===== src/rtl/core/keypad_matrix_scanner_assert.svh =====
// Assertion macros for the keypad matrix scanner.
`ifndef KEYPAD_MATRIX_SCANNER_ASSERT_SVH
`define KEYPAD_MATRIX_SCANNER_ASSERT_SVH

// Same-cycle implication.
`define KMS_ASSERT_IMPLY(label, ante, cons, msg) \
    label: assert property (@(posedge clk) disable iff (!rst_n) (ante) |-> (cons)) \
        else $error(msg);

// Next-cycle implication.
`define KMS_ASSERT_NEXT(label, ante, cons, msg) \
    label: assert property (@(posedge clk) disable iff (!rst_n) (ante) |=> (cons)) \
        else $error(msg);

`endif


===== src/rtl/core/kms_pkg.sv =====
`default_nettype none

package kms_pkg;

    localparam int ROW_W       = 4;
    localparam int COL_W       = 4;
    localparam int KEY_W       = 5;
    localparam int SETTLE_W    = 10;
    localparam int HOLDOFF_W   = 16;
    localparam int CFG_DATA_W  = 16;
    localparam int CFG_INDEX_W = 1;

    localparam logic [CFG_INDEX_W-1:0] REG_SETTLE  = 1'b0;
    localparam logic [CFG_INDEX_W-1:0] REG_HOLDOFF = 1'b1;

    localparam logic [SETTLE_W-1:0]  SETTLE_RESET  = 10'd100;
    localparam logic [HOLDOFF_W-1:0] HOLDOFF_RESET = 16'd8192;
    localparam logic [SETTLE_W-1:0]  SETTLE_MAX    = '1;
    localparam logic [ROW_W-1:0]     ROWS_RELEASED = '1;

endpackage

`default_nettype wire


===== src/rtl/core/kms_sample_if.sv =====
`default_nettype none

interface kms_sample_if;
    import kms_pkg::*;

    logic             valid;
    logic             ready;
    logic [ROW_W-1:0] row_levels;
    logic             scan_request;

    modport source (output valid, output row_levels, output scan_request, input ready);
    modport sink   (input valid, input row_levels, input scan_request, output ready);
endinterface

`default_nettype wire


===== src/rtl/core/kms_report_if.sv =====
`default_nettype none

interface kms_report_if;
    import kms_pkg::*;

    logic             valid;
    logic             ready;
    logic [COL_W-1:0] column_drive;
    logic             wake;
    logic             scan_done;
    logic [KEY_W-1:0] key_code;

    modport source (output valid, output column_drive, output wake, output scan_done,
                    output key_code, input ready);
    modport sink   (input valid, input column_drive, input wake, input scan_done,
                    input key_code, output ready);
endinterface

`default_nettype wire


===== src/rtl/core/keypad_matrix_scanner.sv =====
// The report for an accepted sample is held in the report register from the edge that accepts it.
// Throughput: one sample per cycle; the report register frees as it is taken,
// so samples flow back to back unless the report side stalls.
// Reset (rst_n, async, active low): idle, lockout clear, rows seen as released,
// settle_ticks 100, holdoff_ticks 8192, no report held; column drive is not reset.
`default_nettype none

module keypad_matrix_scanner #(
    parameter int COLUMNS = 4,
    parameter int ROWS    = 4
) (
    input  wire logic                             clk,
    input  wire logic                             rst_n,
    input  wire logic                             cfg_we,
    input  wire logic [kms_pkg::CFG_INDEX_W-1:0]  cfg_index,
    input  wire logic [kms_pkg::CFG_DATA_W-1:0]   cfg_data,
    kms_sample_if.sink                            sample,
    kms_report_if.source                          report
);
    import kms_pkg::*;

    localparam int CIDX_W = (COLUMNS > 1) ? $clog2(COLUMNS) : 1;
    localparam logic [CIDX_W-1:0] LAST_COL = CIDX_W'(COLUMNS - 1);
    localparam logic [ROW_W-1:0]  ROW_MASK = ROW_W'((1 << ROWS) - 1);
    localparam logic [COL_W-1:0]  COL_ALL  = COL_W'((1 << COLUMNS) - 1);
    localparam int KSUM_W = 8;

    logic [SETTLE_W-1:0]  settle_ticks_reg;
    logic [HOLDOFF_W-1:0] holdoff_ticks_reg;

    logic                 scanning_reg, scanning_next;
    logic [CIDX_W-1:0]    col_reg, col_next;
    logic [SETTLE_W-1:0]  settle_reg, settle_next;
    logic                 lock_reg, lock_next;
    logic [HOLDOFF_W-1:0] holdoff_reg, holdoff_next;
    logic [ROW_W-1:0]     prev_rows_reg;

    logic                 rpt_valid_reg;
    logic [COL_W-1:0]     drive_reg, drive_next;
    logic                 wake_reg, wake_next;
    logic                 done_reg, done_next;
    logic [KEY_W-1:0]     key_reg, key_next;

    logic                 accept;
    logic [ROW_W-1:0]     falling;
    logic [ROW_W-1:0]     low_rows;
    logic [SETTLE_W-1:0]  settle_inc;
    logic                 found;
    logic [1:0]           hit_row;
    logic [KSUM_W-1:0]    key_sum;

    assign sample.ready = !rpt_valid_reg || report.ready;
    assign accept       = sample.valid && sample.ready;

    assign falling    = prev_rows_reg & ~sample.row_levels & ROW_MASK;
    assign low_rows   = ~sample.row_levels & ROW_MASK;
    assign settle_inc = (settle_reg < SETTLE_MAX) ? settle_reg + 1'b1 : settle_reg;
    assign key_sum    = KSUM_W'(hit_row) + KSUM_W'(col_reg) * KSUM_W'(ROWS) + KSUM_W'(1);

    always_comb
    begin
        found   = 1'b0;
        hit_row = '0;
        for (int r = ROW_W - 1; r >= 0; r--)
        begin
            if (low_rows[r])
            begin
                found   = 1'b1;
                hit_row = 2'(r);
            end
        end
    end

    always_comb
    begin
        lock_next     = lock_reg;
        holdoff_next  = holdoff_reg;
        wake_next     = 1'b0;
        scanning_next = scanning_reg;
        col_next      = col_reg;
        settle_next   = settle_reg;
        done_next     = 1'b0;
        key_next      = '0;

        if ((falling != '0) && !lock_reg)
        begin
            wake_next    = 1'b1;
            lock_next    = 1'b1;
            holdoff_next = holdoff_ticks_reg;
        end
        else if (lock_reg)
        begin
            if (holdoff_reg <= HOLDOFF_W'(1))
            begin
                holdoff_next = '0;
                lock_next    = 1'b0;
            end
            else
            begin
                holdoff_next = holdoff_reg - 1'b1;
            end
        end

        if (!scanning_reg)
        begin
            if (sample.scan_request)
            begin
                scanning_next = 1'b1;
                col_next      = '0;
                settle_next   = '0;
            end
        end
        else
        begin
            settle_next = settle_inc;
            if (settle_inc >= settle_ticks_reg)
            begin
                if (found)
                begin
                    done_next = 1'b1;
                    key_next  = key_sum[KEY_W-1:0];
                end
                else if (col_reg == LAST_COL)
                begin
                    done_next = 1'b1;
                end
                else
                begin
                    col_next    = col_reg + 1'b1;
                    settle_next = '0;
                end
                if (done_next)
                begin
                    scanning_next = 1'b0;
                    col_next      = '0;
                    settle_next   = '0;
                end
            end
        end

        drive_next = scanning_next ? (COL_W'(1) << col_next) : COL_ALL;
    end

    always_ff @(posedge clk or negedge rst_n)
    begin
        if (!rst_n)
        begin
            settle_ticks_reg  <= SETTLE_RESET;
            holdoff_ticks_reg <= HOLDOFF_RESET;
        end
        else if (cfg_we)
        begin
            case (cfg_index)
                REG_SETTLE:  settle_ticks_reg  <= cfg_data[SETTLE_W-1:0];
                REG_HOLDOFF: holdoff_ticks_reg <= cfg_data[HOLDOFF_W-1:0];
                default:     ;
            endcase
        end
    end

    always_ff @(posedge clk or negedge rst_n)
    begin
        if (!rst_n)
        begin
            scanning_reg  <= 1'b0;
            col_reg       <= '0;
            settle_reg    <= '0;
            lock_reg      <= 1'b0;
            holdoff_reg   <= '0;
            prev_rows_reg <= ROWS_RELEASED;
        end
        else if (accept)
        begin
            scanning_reg  <= scanning_next;
            col_reg       <= col_next;
            settle_reg    <= settle_next;
            lock_reg      <= lock_next;
            holdoff_reg   <= holdoff_next;
            prev_rows_reg <= sample.row_levels;
        end
    end

    always_ff @(posedge clk or negedge rst_n)
    begin
        if (!rst_n)
        begin
            rpt_valid_reg <= 1'b0;
        end
        else if (sample.ready)
        begin
            rpt_valid_reg <= sample.valid;
        end
    end

    always_ff @(posedge clk)
    begin
        if (accept)
        begin
            drive_reg <= drive_next;
            wake_reg  <= wake_next;
            done_reg  <= done_next;
            key_reg   <= key_next;
        end
    end

    assign report.valid        = rpt_valid_reg;
    assign report.column_drive = drive_reg;
    assign report.wake         = wake_reg;
    assign report.scan_done    = done_reg;
    assign report.key_code     = key_reg;

    `include "keypad_matrix_scanner_assert.svh"

    `KMS_ASSERT_IMPLY(a_key_only_on_done, rpt_valid_reg && (key_reg != '0), done_reg, "key without scan_done")
    `KMS_ASSERT_NEXT(a_wake_sets_lock, accept && wake_next, lock_reg, "wake without lockout")
    `KMS_ASSERT_IMPLY(a_idle_counters_clear, !scanning_reg, (col_reg == '0) && (settle_reg == '0), "idle with live scan counters")
    `KMS_ASSERT_IMPLY(a_done_ends_scan, rpt_valid_reg && done_reg, drive_reg == COL_ALL, "scan_done with a single column driven")

endmodule

`default_nettype wire

===== src/flat_wrapper.sv =====
// flat-port wrapper written by rule: the top's interface ports become plain ports
module keypad_matrix_scanner_flat import kms_pkg::*;
#(
    parameter int COLUMNS = 4,
    parameter int ROWS    = 4
)
  (clk, rst_n, cfg_we, cfg_index, cfg_data, sample_valid, sample_row_levels, sample_scan_request, sample_ready, report_valid, report_column_drive, report_wake, report_scan_done, report_key_code, report_ready);
  kms_sample_if sample_i ();
  kms_report_if report_i ();
  input  wire logic clk;
  input  wire logic rst_n;
  input  wire logic cfg_we;
  input  wire logic [kms_pkg::CFG_INDEX_W-1:0] cfg_index;
  input  wire logic [kms_pkg::CFG_DATA_W-1:0] cfg_data;
  input wire logic [$bits(sample_i.valid)-1:0] sample_valid;
  input wire logic [$bits(sample_i.row_levels)-1:0] sample_row_levels;
  input wire logic [$bits(sample_i.scan_request)-1:0] sample_scan_request;
  output wire logic [$bits(sample_i.ready)-1:0] sample_ready;
  output wire logic [$bits(report_i.valid)-1:0] report_valid;
  output wire logic [$bits(report_i.column_drive)-1:0] report_column_drive;
  output wire logic [$bits(report_i.wake)-1:0] report_wake;
  output wire logic [$bits(report_i.scan_done)-1:0] report_scan_done;
  output wire logic [$bits(report_i.key_code)-1:0] report_key_code;
  input wire logic [$bits(report_i.ready)-1:0] report_ready;
  assign sample_i.valid = sample_valid;
  assign sample_i.row_levels = sample_row_levels;
  assign sample_i.scan_request = sample_scan_request;
  assign sample_ready = sample_i.ready;
  assign report_valid = report_i.valid;
  assign report_column_drive = report_i.column_drive;
  assign report_wake = report_i.wake;
  assign report_scan_done = report_i.scan_done;
  assign report_key_code = report_i.key_code;
  assign report_i.ready = report_ready;
  keypad_matrix_scanner #(.COLUMNS(COLUMNS), .ROWS(ROWS)) u_core (.clk(clk), .rst_n(rst_n), .cfg_we(cfg_we), .cfg_index(cfg_index), .cfg_data(cfg_data), .sample(sample_i), .report(report_i));
endmodule

===== config.mk =====
export PLATFORM = sky130hd
export DESIGN_NAME = keypad_matrix_scanner_flat
export DESIGN_NICKNAME = d
export VERILOG_FILES = /design/src/rtl/core/kms_pkg.sv /design/src/rtl/core/kms_sample_if.sv /design/src/rtl/core/kms_report_if.sv /design/src/rtl/core/keypad_matrix_scanner.sv /design/src/flat_wrapper.sv
export VERILOG_INCLUDE_DIRS = /design/src /design/src/rtl/core
export SDC_FILE = /design/constraint.sdc
export NUM_CORES = 1
export LEC_CHECK = 0
export BUFFER_PORTS_ARGS = -buffer_cell sky130_fd_sc_hd__buf_2
export CAP_MARGIN = 15
export CORE_MARGIN = 1
export CORE_UTILIZATION = 53
export DETAILED_ROUTE_END_ITERATION = 6
export PLACE_DENSITY = 0.77
export SLEW_MARGIN = 10
export SYNTH_ARGS = -nofsm -noshare
export SYNTH_HDL_FRONTEND = slang
export SYNTH_SLANG_ARGS = --single-unit

===== constraint.sdc =====
create_clock -name clk -period 3.1 [get_ports clk]
set_input_delay 0.31 -clock clk [delete_from_list [all_inputs] [get_ports clk]]
set_output_delay 0.31 -clock clk [all_outputs]
set_load 0.03 [all_outputs]

==> metrics.md <==
| Metric | Value |
|---|---|
| Final worst slack | 70.9 ps |
| Post-synthesis sequential area ratio | 0.485 |
| Pin count of the biggest net entering global routing | 62 |
| Pwr/cell area | 711 nW/um^2 |
| 1st-iter DRT viols | 237 |
| Worst Path Arrival | 3120 ps |
| Bufs on Longest Clock Path | 2 |
| Gr usage total | 0.236 |
| Post-DR wirelength/cell | 16.0 microns |
| Avg Vias per Cell | 6.01 |
| GRT met3 Usage | 0.0398 |
| Most frequent cells in the layout | 53 x dfrtp_1, 52 x nand2_1, 39 x buf_2, 26 x o21ai_0 |
| Max Slew Vio Count | 0 |
| Maximum clock frequency | 0.330 GHz |
| GR Util met2 | 0.372 |
| GR peak layer | met2 |
| Crit path time final | 3030 ps |
| Leak Pwr | 0.00192 uW |
| Top post-synthesis cells by area | dfrtp_1 34%, edfxtp_1 8.6%, dfstp_2 5.5% |
| IO Count | 40 |
| Worst setup SP type | register |
| Yosys synthesis warning count | 0 |
| Layout cells sized above 1 | 0.275 |
| Clk slew on worst S/H paths | 70 ps |
| Seq cells post-synth | 72 |
| Max_cap viols | 0 |
| Post-Synthesis Cells | 391 |
| Root Buffer | clkbuf_8 |
| H-tree levels | 3 |
| Outcome | finished clean |
| Dpl hpwl | 5720 microns |
| Crit-path max FO | 6 |
| Filler Cell Count | 587 |
| Height of the chip | 87.2 microns |
| Post-synth EDFFs | 11 |
| Setup WS pre-CTS | 106 ps |
| DR vias | 3246 |
| Total CTS buffers | 9 |
| Post-route insts no fill | 540 |
| Cell taking the most area after synthesis | dfrtp_1 |
| Synthesized cell area | 3850 sq um |
| Placed insts | 524 |
| Mean Syn Cell Area | 9.84 sq um |
| RePlAce Congestion | 0.851 |
| CTS tree | yes |
| Tcrit/Tclk final | 0.977 |
| Met1 GRT Util | 0.325 |
| Vias in the first global route | 2891 |
| Register Area | 1870 sq um |
| Die width | 87.2 microns |
| Post-route clock skew | 7.56 ps |
| Unique masters post-synth | 56 |
| DP Area | 4240 sq um |
| Rel. slew slack | 0.479 |
| Yosys top cell area share | 0.345 |
| Prevailing post-synth register cell | dfrtp_1 |
| First-pass DRT Iterations | 4 |
| Initial core utilization | 0.557 |
| Crit. End Element | register |
| Final hold vios | 0 |
| Crit Path Class | register to register |
| Detail Route Antenna Nets | 0 |
| Asr flop ratio synth | 0.847 |
| Multi-input logic area | 1910 sq um |
| Area grow syn2layout | 17.7% |
| Grt ovf | 0 |
| Design area | 4530 sq um |
| Total core area | 6910 sq um |
| Maximum VDD drop | 0.000384 V |
| CP required | 3190 ps |
| Diode count | 0 |
| Port bufs | 39 |
| Hold/Removal Path Class | input port to asynchronous set/reset pin |
| Net total in the final layout | 480 |
| Final wirelength | 8620 microns |
| Antenna violations before repair | 0 |
| Setup Viol. Count Final | 0 |
| Syn Nets | 432 |
| Die area | 7600 sq um |
| Row count | 30 |
| Commonest non-fill, non-tap cell in the layout | dfrtp_1 |
| Skew-Pair Late Insertion Delay | 340 ps |
| Slew of the pin with the lowest slew margin | 781 ps |
| Global-route wire length before repair | 13800 microns |
| Drc violations | 0 |
| Number of clock sinks | 72 |
| Setup Fix Bufs, Post-CTS | 0 |
==> synth_stat cells (7+ instances only) <==
cell type	number
dfrtp_1	53
nand2_1	52
o21ai_0	26
nor2_1	20
inv_1	19
mux2_2	18
clkbuf_1	16
nor3_1	16
ha_1	14
edfxtp_1	11
a21oi_1	10
nand3_1	10
nand2b_1	9
dfstp_2	8
o2bb2ai_1	7
==> report_power, final <==
part / switching (uW) / internal, uW / total [uW] / leakage [uW]
Clock: 339 / 436 / 774 / 0.000109
Sequential: 211 / 1180 / 1400 / 0.000844
Combinational: 596 / 452 / 1050 / 0.000967
==> metal layers <==
layer | part of all wire | wire (microns) | up-vias
met4 | 0.019 | 161 | 0
met1 | 0.47 | 4010 | 1566
met3 | 0.047 | 402 | 13
met2 | 0.47 | 4040 | 118
met5 | 0 | 0 | -
li1 | - | - | 1549
==> final cells by class <==
type                    instances  share of cell area
well taps                      96              0.0265
inverters                      20              0.0166
clock inverters                 3             0.00884
clock buffers                  13              0.0373
flip-flops and latches         72               0.412
multi-input cells             278               0.423
repair buffers                 58              0.0755
==> cells by family (layout without fill, tap and decap cells) <==
family,after synthesis,in the layout,share of synthesized area
AOI/OAI and AO/OA,108,108,0.199
xor gates and xnor gates,4,4,0.00911
adders and majority gates,14,14,0.0455
buffers and inverters,41,94,0.0439
DFF,72,72,0.485
muxes,18,18,0.0527
and+or+nand+nor,134,134,0.165
==> path summary, 6_finish.rpt <==
| kind | start | endpoint | slack [ps] | cells after the start |
|---|---|---|---|---|
| min | rst_n | u_core.holdoff_ticks_reg[14]$_DFFE_PN0P_ | 140 | 2 |
| max reg2reg | u_core.settle_reg[6]$_DFFE_PN0P_ | u_core.report.column_drive[2]$_SDFFCE_PN1P_ | 70 | 10 |
| max in group asynchronous | rst_n | u_core.holdoff_ticks_reg[2]$_DFFE_PN0P_ | 2450 | 2 |
| min in group clk | sample_valid | u_core.report.valid$_DFFE_PN0N_ | 180 | 2 |
| min reg2reg | u_core.prev_rows_reg[1]$_DFFE_PN1P_ | u_core.prev_rows_reg[1]$_DFFE_PN1P_ | 460 | 2 |
| max | u_core.settle_reg[6]$_DFFE_PN0P_ | u_core.report.column_drive[2]$_SDFFCE_PN1P_ | 70 | 10 |
==> worst max-delay path, stage by stage, from the launching register on <==
cell	delay [ps]
dfrtp_1	390
nand4_1	210
buf_6	200
o21ai_0	230
nand3_1	160
ha_1	340
nand4_1	250
a211oi_2	370
or3_4	210
nor3_1	60
a311o_1	360
==> timing repair <==
item / CTS / global route
endpoints found under the setup margin: 0 / 20
resized for setup: 0 / 17
hold buffers: 0 / 0
==> stage by stage <==
| step | utilization | TNS (ps) | power, uW | hold WS (ps) |
|---|---|---|---|---|
| 6_report | 0.655 | 0 | 3220 | 143 |
| 5_1_grt | 0.655 | -164 | 3400 | 183 |
| 4_1_cts | 0.644 | 0 | 3170 | 156 |
| 3_5_place_dp | 0.614 | 0 | 2390 | 450 |
| 3_3_place_gp | 0.614 | 0 | 2350 | 446 |
| 2_1_floorplan | - | 0 | 2120 | 14.4 |
No activity file was read; power rests on OpenSTA's default activity.
